===== src/hw/rtl/sll_pkg.sv =====
// Package for the sorted linked-list engine.
// Holds the request modes, result status codes, controller states and the
// command and status bundles between the controller and the datapath.
package sll_pkg;

   localparam int MODE_BITS     = 2;
   localparam int STATUS_BITS   = 2;
   localparam int KEY_BITS      = 32;
   localparam int SLOT_BITS     = 6;
   localparam int COUNT_BITS    = 7;
   localparam int RSP_DATA_BITS = 16;
   localparam int RSP_PAD_BITS  = RSP_DATA_BITS - SLOT_BITS - COUNT_BITS;

   typedef enum logic [MODE_BITS-1:0] {
      MODE_INSERT = 2'd0,
      MODE_DELETE = 2'd1,
      MODE_SEARCH = 2'd2,
      MODE_CLEAR  = 2'd3
   } mode_type;

   typedef enum logic [STATUS_BITS-1:0] {
      ST_OK      = 2'd0,
      ST_FULL    = 2'd1,
      ST_DUP     = 2'd2,
      ST_MISSING = 2'd3
   } status_type;

   typedef enum logic [3:0] {
      S_IDLE,
      S_DISPATCH,
      S_WALK,
      S_DECIDE,
      S_INS_RD,
      S_INS_W1,
      S_INS_W2,
      S_DEL_W1,
      S_DEL_W2,
      S_RESP
   } state_type;

   typedef struct packed {
      logic       latch_req;
      logic       rebuild;
      logic       walk_start;
      logic       walk_step;
      logic       capture;
      logic       ins_read;
      logic       ins_w1;
      logic       ins_w2;
      logic       del_w1;
      logic       del_w2;
      logic       rsp_load;
      status_type rsp_status;
      logic       rsp_use_slot;
   } cmd_type;

   typedef struct packed {
      mode_type mode;
      logic     free_empty;
      logic     walk_more;
      logic     found;
      logic     rsp_busy;
   } dp_status_type;

endpackage


===== src/hw/rtl/sorted_linked_list_engine.sv =====
// Top level of the sorted linked-list engine.
// Joins sll_ctrl and sll_dpath and packs the stream channels; uses sll_pkg.
//
// Channel  Direction  Handshake              Payload
// req      in         req_tvalid/req_tready  tuser: mode; tdata: key
// rsp      out        rsp_tvalid/rsp_tready  tuser: status; tdata: slot, entry count
//
// A search, a delete or an insert walks the list past the keys below its key;
// the walk reads one link per cycle. An insert then reads the free head and
// writes its links; a delete rewrites its links.
// A clear or a refused insert on a full store skips the walk.
// Reset needs no clearing pass; a clear request likewise.
// A finished result waits in the output register while the next request is
// taken; the engine holds its result state only while that register is full.
module sorted_linked_list_engine #(
   parameter int CAPACITY  = 64,
   parameter int KEY_WIDTH = 32
) (
   input  logic                                clock,
   input  logic                                reset,
   input  logic                                req_tvalid,
   output logic                                req_tready,
   input  logic [sll_pkg::KEY_BITS-1:0]        req_tdata,  // [31:0] key
   input  logic [sll_pkg::MODE_BITS-1:0]       req_tuser,  // [1:0] mode
   output logic                                rsp_tvalid,
   input  logic                                rsp_tready,
   output logic [sll_pkg::RSP_DATA_BITS-1:0]   rsp_tdata,  // [5:0] slot, [12:6] entry count
   output logic [sll_pkg::STATUS_BITS-1:0]     rsp_tuser   // [1:0] status
);
   import sll_pkg::*;

   cmd_type               cmd;
   dp_status_type         sts;
   logic [SLOT_BITS-1:0]  rsp_slot;
   logic [COUNT_BITS-1:0] rsp_count;

   sll_ctrl u_ctrl (
      .clock      (clock),
      .reset      (reset),
      .req_tvalid (req_tvalid),
      .req_tready (req_tready),
      .sts        (sts),
      .cmd        (cmd)
   );

   sll_dpath #(
      .CAPACITY  (CAPACITY),
      .KEY_WIDTH (KEY_WIDTH)
   ) u_dpath (
      .clock      (clock),
      .reset      (reset),
      .req_mode   (req_tuser),
      .req_key    (req_tdata),
      .rsp_tready (rsp_tready),
      .rsp_valid  (rsp_tvalid),
      .rsp_status (rsp_tuser),
      .rsp_slot   (rsp_slot),
      .rsp_count  (rsp_count),
      .cmd        (cmd),
      .sts        (sts)
   );

   assign rsp_tdata = {{RSP_PAD_BITS{1'b0}}, rsp_count, rsp_slot};

   // The engine takes one request at a time.
   a_one_request: assert property (@(posedge clock) disable iff (reset)
      req_tvalid && req_tready |=> !req_tready)
      else $error("request taken while another is in progress");

   // A failed request never reports a slot.
   a_slot_zero: assert property (@(posedge clock) disable iff (reset)
      rsp_tvalid && (status_type'(rsp_tuser) != ST_OK) |-> rsp_slot == '0)
      else $error("slot reported on a failed request");

   // At most one link update or walk step per cycle on the link memory.
   a_link_port: assert property (@(posedge clock) disable iff (reset)
      $onehot0({cmd.walk_step, cmd.ins_w1, cmd.ins_w2, cmd.del_w1, cmd.del_w2}))
      else $error("link memory commands overlap");

endmodule


===== src/hw/rtl/sll_ctrl.sv =====
// Controller state machine of the sorted linked-list engine.
// Sequences the list walk and the link updates; depends on sll_pkg.
module sll_ctrl (
   input  logic                  clock,
   input  logic                  reset,
   input  logic                  req_tvalid,
   output logic                  req_tready,
   input  sll_pkg::dp_status_type sts,
   output sll_pkg::cmd_type       cmd
);
   import sll_pkg::*;

   state_type  state_ff, state_in;
   status_type status_ff, status_in;
   logic       use_slot_ff, use_slot_in;

   always_ff @(posedge clock) begin
      if (reset) begin
         state_ff <= S_IDLE;
      end else begin
         state_ff <= state_in;
      end
      status_ff   <= status_in;
      use_slot_ff <= use_slot_in;
   end

   always_comb begin
      state_in    = state_ff;
      status_in   = status_ff;
      use_slot_in = use_slot_ff;
      unique case (state_ff)
         S_IDLE: begin
            if (req_tvalid) begin
               state_in = S_DISPATCH;
            end
         end
         S_DISPATCH: begin
            if (sts.mode == MODE_CLEAR) begin
               status_in   = ST_OK;
               use_slot_in = 1'b0;
               state_in    = S_RESP;
            end else if (sts.mode == MODE_INSERT && sts.free_empty) begin
               status_in   = ST_FULL;
               use_slot_in = 1'b0;
               state_in    = S_RESP;
            end else begin
               state_in = S_WALK;
            end
         end
         S_WALK: begin
            if (!sts.walk_more) begin
               state_in = S_DECIDE;
            end
         end
         S_DECIDE: begin
            if (sts.mode == MODE_INSERT) begin
               status_in   = sts.found ? ST_DUP : ST_OK;
               use_slot_in = !sts.found;
               state_in    = sts.found ? S_RESP : S_INS_RD;
            end else begin
               status_in   = sts.found ? ST_OK : ST_MISSING;
               use_slot_in = sts.found;
               state_in    = (sts.found && sts.mode == MODE_DELETE) ? S_DEL_W1 : S_RESP;
            end
         end
         S_INS_RD: state_in = S_INS_W1;
         S_INS_W1: state_in = S_INS_W2;
         S_INS_W2: state_in = S_RESP;
         S_DEL_W1: state_in = S_DEL_W2;
         S_DEL_W2: state_in = S_RESP;
         S_RESP: begin
            if (!sts.rsp_busy) begin
               state_in = S_IDLE;
            end
         end
         default: state_in = S_IDLE;
      endcase
   end

   always_comb begin
      cmd              = '0;
      cmd.rsp_status   = status_ff;
      cmd.rsp_use_slot = use_slot_ff;
      req_tready       = 1'b0;
      unique case (state_ff)
         S_IDLE: begin
            req_tready    = 1'b1;
            cmd.latch_req = req_tvalid;
         end
         S_DISPATCH: begin
            if (sts.mode == MODE_CLEAR) begin
               cmd.rebuild = 1'b1;
            end else if (!(sts.mode == MODE_INSERT && sts.free_empty)) begin
               cmd.walk_start = 1'b1;
            end
         end
         S_WALK: begin
            cmd.walk_step = sts.walk_more;
            cmd.capture   = !sts.walk_more;
         end
         S_DECIDE: begin
         end
         S_INS_RD: cmd.ins_read = 1'b1;
         S_INS_W1: cmd.ins_w1   = 1'b1;
         S_INS_W2: cmd.ins_w2   = 1'b1;
         S_DEL_W1: cmd.del_w1   = 1'b1;
         S_DEL_W2: cmd.del_w2   = 1'b1;
         S_RESP:   cmd.rsp_load = !sts.rsp_busy;
         default: begin
         end
      endcase
   end

endmodule


===== src/hw/rtl/sll_dpath.sv =====
// Datapath of the sorted linked-list engine: key and link memories, list
// pointers, walk registers and the result register; depends on sll_pkg.
module sll_dpath #(
   parameter int CAPACITY  = 64,
   parameter int KEY_WIDTH = 32
) (
   input  logic                                clock,
   input  logic                                reset,
   input  logic [sll_pkg::MODE_BITS-1:0]       req_mode,
   input  logic [sll_pkg::KEY_BITS-1:0]        req_key,
   input  logic                                rsp_tready,
   output logic                                rsp_valid,
   output logic [sll_pkg::STATUS_BITS-1:0]     rsp_status,
   output logic [sll_pkg::SLOT_BITS-1:0]       rsp_slot,
   output logic [sll_pkg::COUNT_BITS-1:0]      rsp_count,
   input  sll_pkg::cmd_type                    cmd,
   output sll_pkg::dp_status_type              sts
);
   import sll_pkg::*;

   localparam int IDX_W    = $clog2(CAPACITY);
   localparam int LW       = $clog2(CAPACITY + 1);
   localparam int EFF      = (KEY_WIDTH < KEY_BITS) ? KEY_WIDTH : KEY_BITS;
   localparam int SLOT_PAD = (IDX_W > SLOT_BITS) ? IDX_W : SLOT_BITS;
   localparam int CNT_PAD  = (LW > COUNT_BITS) ? LW : COUNT_BITS;
   localparam logic [LW-1:0] NIL  = LW'(CAPACITY);
   localparam logic [LW-1:0] LAST = LW'(CAPACITY - 1);

   logic [EFF-1:0]   key_mem  [CAPACITY];
   logic [LW-1:0]    link_mem [CAPACITY];

   mode_type         mode_ff, mode_in;
   logic [EFF-1:0]   key_ff, key_in;
   logic [LW-1:0]    list_head_ff, list_head_in;
   logic [LW-1:0]    free_head_ff, free_head_in;
   logic [LW-1:0]    count_ff, count_in;
   logic [LW-1:0]    fill_ff, fill_in;
   logic [LW-1:0]    c_ff, c_in;
   logic [LW-1:0]    p_ff, p_in;
   logic [IDX_W-1:0] slot_ff, slot_in;
   logic [LW-1:0]    nxt_ff, nxt_in;
   logic             found_ff, found_in;
   logic [LW-1:0]    rd_addr_ff;
   logic [EFF-1:0]   key_rd_ff;
   logic [LW-1:0]    link_rd_ff;
   logic             rsp_valid_ff, rsp_valid_in;
   status_type       rsp_status_ff, rsp_status_in;
   logic [SLOT_BITS-1:0]  rsp_slot_ff, rsp_slot_in;
   logic [COUNT_BITS-1:0] rsp_count_ff, rsp_count_in;

   logic             link_re, key_re, link_we;
   logic [LW-1:0]    link_raddr, link_wdata, link_next, link_seq;
   logic [IDX_W-1:0] link_waddr;
   logic             c_valid, p_valid;
   logic [SLOT_PAD-1:0] slot_wide;
   logic [CNT_PAD-1:0]  count_wide;

   assign c_valid = c_ff < NIL;
   assign p_valid = p_ff < NIL;

   // Slots at or above the fill mark were never taken since the last rebuild,
   // so their link is taken as the next slot in sequence (NIL after the last), not read from memory.
   assign link_seq  = (rd_addr_ff == LAST) ? NIL : rd_addr_ff + LW'(1);
   assign link_next = (rd_addr_ff >= fill_ff) ? link_seq : link_rd_ff;

   always_comb begin
      link_re = cmd.walk_start | cmd.walk_step | cmd.ins_read;
      key_re  = cmd.walk_start | cmd.walk_step;
      if (cmd.walk_start) begin
         link_raddr = list_head_ff;
      end else if (cmd.walk_step) begin
         link_raddr = link_next;
      end else begin
         link_raddr = free_head_ff;
      end
   end

   always_comb begin
      link_we    = 1'b0;
      link_waddr = free_head_ff[IDX_W-1:0];
      link_wdata = c_ff;
      priority if (cmd.ins_w1) begin
         link_we = 1'b1;
      end else if (cmd.ins_w2) begin
         link_we    = p_valid;
         link_waddr = p_ff[IDX_W-1:0];
         link_wdata = LW'(slot_ff);
      end else if (cmd.del_w1) begin
         link_we    = p_valid;
         link_waddr = p_ff[IDX_W-1:0];
         link_wdata = nxt_ff;
      end else if (cmd.del_w2) begin
         link_we    = 1'b1;
         link_waddr = c_ff[IDX_W-1:0];
         link_wdata = free_head_ff;
      end
   end

   always_ff @(posedge clock) begin
      if (link_we) begin
         link_mem[link_waddr] <= link_wdata;
      end
      if (link_re) begin
         link_rd_ff <= link_mem[link_raddr[IDX_W-1:0]];
         rd_addr_ff <= link_raddr;
      end
   end

   always_ff @(posedge clock) begin
      if (cmd.ins_w1) begin
         key_mem[free_head_ff[IDX_W-1:0]] <= key_ff;
      end
      if (key_re) begin
         key_rd_ff <= key_mem[link_raddr[IDX_W-1:0]];
      end
   end

   always_comb begin
      mode_in       = mode_ff;
      key_in        = key_ff;
      list_head_in  = list_head_ff;
      free_head_in  = free_head_ff;
      count_in      = count_ff;
      fill_in       = fill_ff;
      c_in          = c_ff;
      p_in          = p_ff;
      slot_in       = slot_ff;
      nxt_in        = nxt_ff;
      found_in      = found_ff;
      slot_wide     = SLOT_PAD'(slot_ff);
      count_wide    = CNT_PAD'(count_ff);
      rsp_valid_in  = rsp_valid_ff & ~rsp_tready;
      rsp_status_in = rsp_status_ff;
      rsp_slot_in   = rsp_slot_ff;
      rsp_count_in  = rsp_count_ff;

      if (cmd.latch_req) begin
         mode_in = mode_type'(req_mode);
         // Flipping the sign bit makes unsigned order match signed order.
         key_in  = {~req_key[EFF-1], req_key[EFF-2:0]};
      end
      if (cmd.rebuild) begin
         list_head_in = NIL;
         free_head_in = '0;
         count_in     = '0;
         fill_in      = '0;
      end
      if (cmd.walk_start) begin
         c_in = list_head_ff;
         p_in = NIL;
      end
      if (cmd.walk_step) begin
         c_in = link_next;
         p_in = c_ff;
      end
      if (cmd.capture) begin
         slot_in  = c_ff[IDX_W-1:0];
         nxt_in   = link_next;
         found_in = c_valid && (key_rd_ff == key_ff);
      end
      if (cmd.ins_w1) begin
         free_head_in = link_next;
         slot_in      = free_head_ff[IDX_W-1:0];
         if (free_head_ff == fill_ff) begin
            fill_in = fill_ff + LW'(1);
         end
      end
      if (cmd.ins_w2) begin
         if (!p_valid) begin
            list_head_in = LW'(slot_ff);
         end
         count_in = count_ff + LW'(1);
      end
      if (cmd.del_w1 && !p_valid) begin
         list_head_in = nxt_ff;
      end
      if (cmd.del_w2) begin
         free_head_in = c_ff;
         if (count_ff != '0) begin
            count_in = count_ff - LW'(1);
         end
      end
      if (cmd.rsp_load) begin
         rsp_valid_in  = 1'b1;
         rsp_status_in = cmd.rsp_status;
         rsp_slot_in   = cmd.rsp_use_slot ? slot_wide[SLOT_BITS-1:0] : '0;
         rsp_count_in  = count_wide[COUNT_BITS-1:0];
      end
   end

   always_ff @(posedge clock) begin
      if (reset) begin
         list_head_ff <= NIL;
         free_head_ff <= '0;
         count_ff     <= '0;
         fill_ff      <= '0;
         rsp_valid_ff <= 1'b0;
      end else begin
         list_head_ff <= list_head_in;
         free_head_ff <= free_head_in;
         count_ff     <= count_in;
         fill_ff      <= fill_in;
         rsp_valid_ff <= rsp_valid_in;
      end
      mode_ff       <= mode_in;
      key_ff        <= key_in;
      c_ff          <= c_in;
      p_ff          <= p_in;
      slot_ff       <= slot_in;
      nxt_ff        <= nxt_in;
      found_ff      <= found_in;
      rsp_status_ff <= rsp_status_in;
      rsp_slot_ff   <= rsp_slot_in;
      rsp_count_ff  <= rsp_count_in;
   end

   assign sts.mode       = mode_ff;
   assign sts.free_empty = (free_head_ff == NIL);
   assign sts.walk_more  = c_valid && (key_rd_ff < key_ff);
   assign sts.found      = found_ff;
   assign sts.rsp_busy   = rsp_valid_ff & ~rsp_tready;

   assign rsp_valid  = rsp_valid_ff;
   assign rsp_status = rsp_status_ff;
   assign rsp_slot   = rsp_slot_ff;
   assign rsp_count  = rsp_count_ff;

endmodule

===== config.mk =====
export PLATFORM = sky130hd
export DESIGN_NAME = sorted_linked_list_engine
export DESIGN_NICKNAME = d
export VERILOG_FILES = /design/src/hw/rtl/sll_pkg.sv /design/src/hw/rtl/sorted_linked_list_engine.sv /design/src/hw/rtl/sll_ctrl.sv /design/src/hw/rtl/sll_dpath.sv
export SDC_FILE = /design/constraint.sdc
export NUM_CORES = 2
export LEC_CHECK = 0
export BUFFER_PORTS_ARGS = -buffer_cell sky130_fd_sc_hd__buf_2
export CORE_ASPECT_RATIO = 0.9
export CORE_MARGIN = 2
export CORE_UTILIZATION = 45
export CTS_CLUSTER_SIZE = 20
export DETAILED_ROUTE_END_ITERATION = 7
export GPL_ROUTABILITY_DRIVEN = 0
export HOLD_SLACK_MARGIN = 0.05
export PLACE_DENSITY_LB_ADDON = 0.12
export REMOVE_ABC_BUFFERS = 1
export SETUP_SLACK_MARGIN = 0.4
export SLEW_MARGIN = 20
export SYNTH_ARGS = -nofsm -noshare
export SYNTH_HDL_FRONTEND = slang
export SYNTH_SLANG_ARGS = --single-unit

===== constraint.sdc =====
create_clock -name clock -period 4.9 [get_ports clock]
set_input_delay 1.47 -clock clock [delete_from_list [all_inputs] [get_ports clock]]
set_output_delay 1.47 -clock clock [all_outputs]
set_load 0.1 [all_outputs]

* Word level (Yosys, flattened, before mapping)
Memory sizes are Yosys's and may differ from the RTL's. A register that Yosys moved wholly into a read port is not among the register bits.
Cells that the tools add are included.
** Cells by class
- $add $sub $neg :: 4
- $lt $le $gt $ge :: 4
- Eq/ne operators :: 19
- Muxes and demuxes :: 73
- Bitwise logic cells :: 5
- Reductions and logical operators :: 19
** Operators with widths (count)
- 2-to-1 mux 7 bit :: 26
- 2-to-1 mux 6 bit :: 6
- one-hot mux 4 bit (9 select lines) :: 1
- equality test 32 bit :: 1
- less-than comparator 32 bit :: 1
- 2-to-1 mux 4 bit :: 8
- 2-to-1 mux 1 bit :: 23
- adder 7 x 1 -> 7 bit (second input constant) :: 3
- equality test 4 x 3 -> 1 bit (second input constant) :: 4
- less-than comparator 7 bit (second input constant) :: 2
- 2-to-1 mux 2 bit :: 7
- equality test 4 x 2 -> 1 bit (second input constant) :: 2
- equality test 4 bit (second input constant) :: 2
- equality test 7 x 6 -> 1 bit (second input constant) :: 1
- equality test 7 bit :: 1
- equality test 7 bit (second input constant) :: 1
- greater-or-equal comparator 7 bit :: 1
- nonzero test 7 bit :: 1
- subtractor 7 x 1 -> 7 bit (second input constant) :: 1
- inequality test 2 bit (second input constant) :: 3
- nonzero test 2 bit :: 3
- logical AND 1 bit :: 5
- equality test 4 x 1 -> 1 bit (second input constant) :: 1
- zero test 1 bit :: 4
- other kinds (14) :: 16
** Word-level totals
- Register bits after elaboration :: 120
- Memory bits (writable) :: 2496
- Input port bits :: 38
- Output and inout bits :: 20
- Logic and storage cells :: 145
- Memories :: 2
** Memory list
- u_dpath.key_mem :: words 64, bits a word 32, read ports 1, clocked after memory_dff 1, write ports 1, RTL line sll_dpath.sv:29 : logic [EFF-1:0] key_mem [CAPACITY];
- u_dpath.link_mem :: words 64, bits a word 7, read ports 1, clocked after memory_dff 1, write ports 1, RTL line sll_dpath.sv:30 : logic [LW-1:0] link_mem [CAPACITY];

* Logic depth before layout (Yosys ltp)
- Depth after elaboration :: 9
- Depth in mapped cells :: 20
- Gate-level depth less buffers :: 15

* Modules after synthesis
Synthesis repeated with hierarchy kept, for this count alone.
** Second synthesis, totals
- Cell total of the unflattened synthesis :: 7209
- Area total of the unflattened synthesis :: 105043.2 um^2
** Modules (own cells, without submodules)
- sll_dpath :: instances 1, cells an instance 7132, area an instance 104470.2 um^2, seq. area each 79226.0 um^2
- sll_ctrl :: instances 1, cells an instance 73, area an instance 546.8 um^2, seq. area each 170.2 um^2
- sorted_linked_list_engine :: instances 1, cells an instance 4, area an instance 26.3 um^2, seq. area each 0.0 um^2

* Least setup slack after synthesis
No wires, ideal clock.
- Path kind :: register to register
- Start point :: register u_ctrl.state_ff[0]
- End point :: register u_dpath.key_ff[0], enable pin
- Library setup time :: 0.394 ns
- Arrival :: 4.638 ns
- Required time :: 4.506 ns
- Setup slack :: -0.132 ns
- Cell stages (with the launch flop) :: 4
- Path buffers :: 1
- Clock period less this slack :: 5.032 ns
- Cells stage by stage :: dfxtp_1 > clkbuf_1 > nor4_1 > and2_1
** RTL lines
- start: declaration :: RTL line sll_ctrl.sv:13 : state_type state_ff, state_in;
- start signal: assignment :: RTL line sll_ctrl.sv:21 : state_ff <= state_in;
- end signal: assignment :: RTL line sll_dpath.sv:206 : key_ff <= key_in;
- end: declaration :: RTL line sll_dpath.sv:33 : logic [EFF-1:0] key_ff, key_in;

* Final worst setup path
- Start point :: register u_dpath.key_rd_ff[31], read port of u_dpath.key_mem
- End point :: register u_dpath.key_rd_ff[10], read port of u_dpath.key_mem (data pin)
** On the way
- Longest elaborated chain between the ends :: 5
- Elaborated cells on any way between the ends :: 6
- Those cells by class :: order compare (1); mux (3); bitwise (1); reduce/logical (1)
** Ends and longest elaborated chain
- start: declaration :: RTL line sll_dpath.sv:44 : logic [EFF-1:0] key_rd_ff;
- less-than comparator 32 bit (*) :: RTL line sll_dpath.sv:219 : assign sts.walk_more = c_valid && (key_rd_ff < key_ff);
- logical AND 1 bit (*) :: RTL line sll_dpath.sv:219
- 2-to-1 mux 2 bit (*) :: RTL line sll_ctrl.sv:85 : unique case (state_ff)
- 2-to-1 mux 7 bit :: RTL line sll_dpath.sv:71 : end else if (cmd.walk_step) begin
- 2-to-1 mux 7 bit :: RTL line sll_dpath.sv:69 : if (cmd.walk_start) begin
Every way passes the cells marked *; elsewhere a longest branch is shown, timed or not.
A chain may end at the register's enable or synchronous reset.

==> results.yml <==
timing:
  worst_pin_slew_ns: 1.13
  hold_viol: 0
  tns_ns: -11.26
  fin_ws_ns: -0.438
  timing.fmax_ghz: 0.187
  finalSetupViolCount: 39
  period_share: 1.09
  period_needed_ns: 5.34
  skew_ns: 0.0442
  drv_slew: 0
  rsz0062_at_grt: "true"
  maxSlewHeadroom: 0.243
clock_network:
  cts_tree: "yes"
  root_buffer: "clkbuf_16"
  numCtsBuffers: 281
  clk_pin_slew_worst_paths_ns: 0.06
  h-tree-depth: 5
  cts_buffer_depth: 4
  clock-sinks: 2655
  clk-insertion-delay-late_ns: 0.86
placement:
  place_inst: 11000
  port_buffers: 54
  place.detailed.hpwl_um: 217000
floorplan:
  die_x_um: 516
  start_util: 0.452
  io_pins: 58
  rows: 169
  die_height_um: 465
  die_area_um2: 240000
  core-area_um2: 235000
logic_synthesis:
  synthXorXnorAreaFrac: 0.00140
  postSynthAreaPerCell_um2: 14.1
  ys_ff_latch: 2655
  synth.yosys.seq_area_share: 0.747
  yosysWarnings: 0
  synth_area_leaders: "edfxtp_1, nand2_1, a211oi_1"
  synth_mux_area_frac: 0.0111
  yosysUniqueCellTypes: 89
  synth_compound_area_frac: 0.0983
  synth_top_area_frac: 0.740
  synth_edf_count: 2622
  synth-main-ff-cell: "edfxtp_1"
  synth_top_cells_by_count: "edfxtp_1, nand2_1, nand3_1, a21oi_1, and3_1"
  synthArstFlopShare: 0
  synth.most_common_cell: "edfxtp_1"
  synth_fa_ha_area_frac: 0.00529
  synth_top_family_by_area: "simple AND/OR/NAND/NOR gates"
  synthCells: 7569
  syn_area_um2: 106000
  yosysTopAreaCell: "edfxtp_1"
  yosys.area_share.simple: 0.110
status:
  violations: "negative setup slack"
  status: "complete, but fails checks"
worst_setup_path:
  rr_startpoint: "u_dpath.key_rd_ff[31]"
  cp_data_arrival_time_ns: 5.90
  crit_fanout: 7
  endpoint_kind: "flop"
  worstPathCellList: "ha_4 -> and4_4 -> and2_4 -> a222oi_1 -> buf_4 -> nand2_4 -> buf_12 -> or3_4 -> buf_12 -> nand2_8 -> clkinv_16 -> buf_16 -> buf_16 -> buf_4 -> a21oi_2 -> a211oi_1 -> a211oi_2 -> o22ai_2 -> or3_4"
  cp_num_buf_inv: 7
  start_kind: "flop"
  critical-path-top-delay-family: "compound AO/OA/AOI/OAI gates"
  max_stage_delay_ns: 0.89
  r2r_cells: 19
  reg2reg_slack_ns: -0.44
  critPathSlowestCell: "a222oi_1"
  crit_type: "flop to flop"
  worstPathRequired_ns: 5.47
  reg2reg_to: "u_dpath.key_rd_ff[10]"
global_route:
  grt_max_degree: 65
  grt_pass1_vias: 67600
  track_usage: 0.306
  antenna_found_initial: 21
  grt_pass1_wl_um: 522000
  globalRoute.totalOverflow: 0
detailed_routing:
  viasPerCell: 6.27
  finalWirelength_um: 384000
  antenna_left: 0
  drcViolationCount: 0
  drt_iter0_markers: 11000
  routed-via-count: 73400
  detail_route.first_pass.iterations: 8
  wl_per_cell_um: 32.9
hold_path:
  min_from: "u_ctrl.status_ff[0]"
  holdPathStages: 0
  hold_class: "flop to flop"
  hold_end: "u_dpath.rsp_status[0]"
final_layout:
  final_layout_size_suffix_gt1_frac: 0.226
  instances_no_fill: 11700
  nets: 8418
  syn_to_final_growth_pct: 23.8
pwr:
  peakVddDrop_uv: 320
  power_density_nw_per_um2: 391
  power_mw: 51.5
  p_leak_nw: 45.5
run:
  drv_cap: 0
-- where the power goes --
group	internal (mW)	switching [mW]	total (mW)
Clock	11.7	8.82	20.5
Sequential	25.7	0.135	25.9
Combinational	1.65	3.44	5.08
-- cell type report --
class	instances	area, um^2
antenna	4	10.0
clock buffer	341	7380
clock inverter	143	1190
fill	18700	104000
inverter	58	269
multi-input combinational	4306	27500
sequential	2655	79400
tap	3163	3960
timing repair buffer	1032	12000
timing repair inverter	1	11.3
-- through the flow --
stage / setup slack (ns) / hold WS (ns) / utilization / area [um^2]
after global placement: -0.613 / 0.410 / 0.494 / 116000
after global routing: -0.407 / 0.451 / 0.559 / 132000
after CTS: -0.134 / 0.426 / 0.545 / 128000
final: -0.438 / 0.431 / 0.559 / 132000
after floorplan: -29.30 / 0.400 / - / 104000
after detailed placement: -0.633 / 0.412 / 0.494 / 116000
-- cells in the final DEF (no fill, tap or decap), types with 150 or more instances in the layout --
master     count
a211oi_1     226
a32oi_1      178
nand3_1      352
and3_1       282
clkbuf_16    315
nand2_1     1615
buf_4        623
a21oi_1      266
edfxtp_1    2622
a31oi_1      150
buf_12       152
-- routing by layer --
| layer | track usage | wire length, um |
|---|---|---|
| met5 | 0 | 27 |
| met4 | 0.115 | 17000 |
| met3 | 0.0522 | 42600 |
| met2 | 0.463 | 171000 |
| met1 | 0.444 | 154000 |
-- how the worst max path moves through the flow --
stage	startpoint	to	depth (start not counted)
floorplan	u_dpath.key_ff[31]	u_dpath.key_rd_ff[13]	14
global placement	u_dpath.key_rd_ff[31]	u_dpath.key_rd_ff[3]	18
detailed placement	u_dpath.key_rd_ff[31]	u_dpath.key_rd_ff[3]	18
CTS	u_dpath.key_rd_ff[31]	u_dpath.link_rd_ff[5]	19
global route	u_dpath.key_ff[21]	u_dpath.key_rd_ff[19]	20
finish	u_dpath.key_rd_ff[31]	u_dpath.key_rd_ff[10]	19
-- sequential cells by signal, summed over array words and instances (netlist names), 2 cells and up --
signal / count
u_dpath.free_head_ff: 7
u_dpath.key_ff: 32
u_dpath.mode_ff: 2
u_dpath.link_rd_ff: 7
u_dpath.list_head_ff: 7
u_dpath.rsp_slot: 6
u_ctrl.state_ff: 4
u_dpath.slot_ff: 6
u_dpath.c_ff: 7
u_dpath.key_rd_ff: 32
u_dpath.key_mem: 2048
u_dpath.rsp_status: 2
u_dpath.nxt_ff: 7
u_dpath.link_mem: 448
u_ctrl.status_ff: 2
u_dpath.p_ff: 7
u_dpath.rsp_count: 7
u_dpath.rd_addr_ff: 7
u_dpath.fill_ff: 7
u_dpath.count_ff: 7
-- cells by family after synthesis --
group                      count (synthesis)
AOI/OAI and AO/OA                       1448
xor gates and xnor gates                  17
adders and majority gates                 45
buffers and inverters                    610
DFF                                     2655
muxes                                    104
other                                      1
and+or+nand+nor                         2689
-- what timing repair did --
item	4_1_cts	5_1_grt
setup endpoints to repair	39	39
buffers inserted	80	60
hold buffers	0	0
gates cloned	37	29
endpoints found under the hold margin	0	0
resized for setup	349	435
pin swaps	130	197
Note: power is estimated with default switching activity, not from simulation.
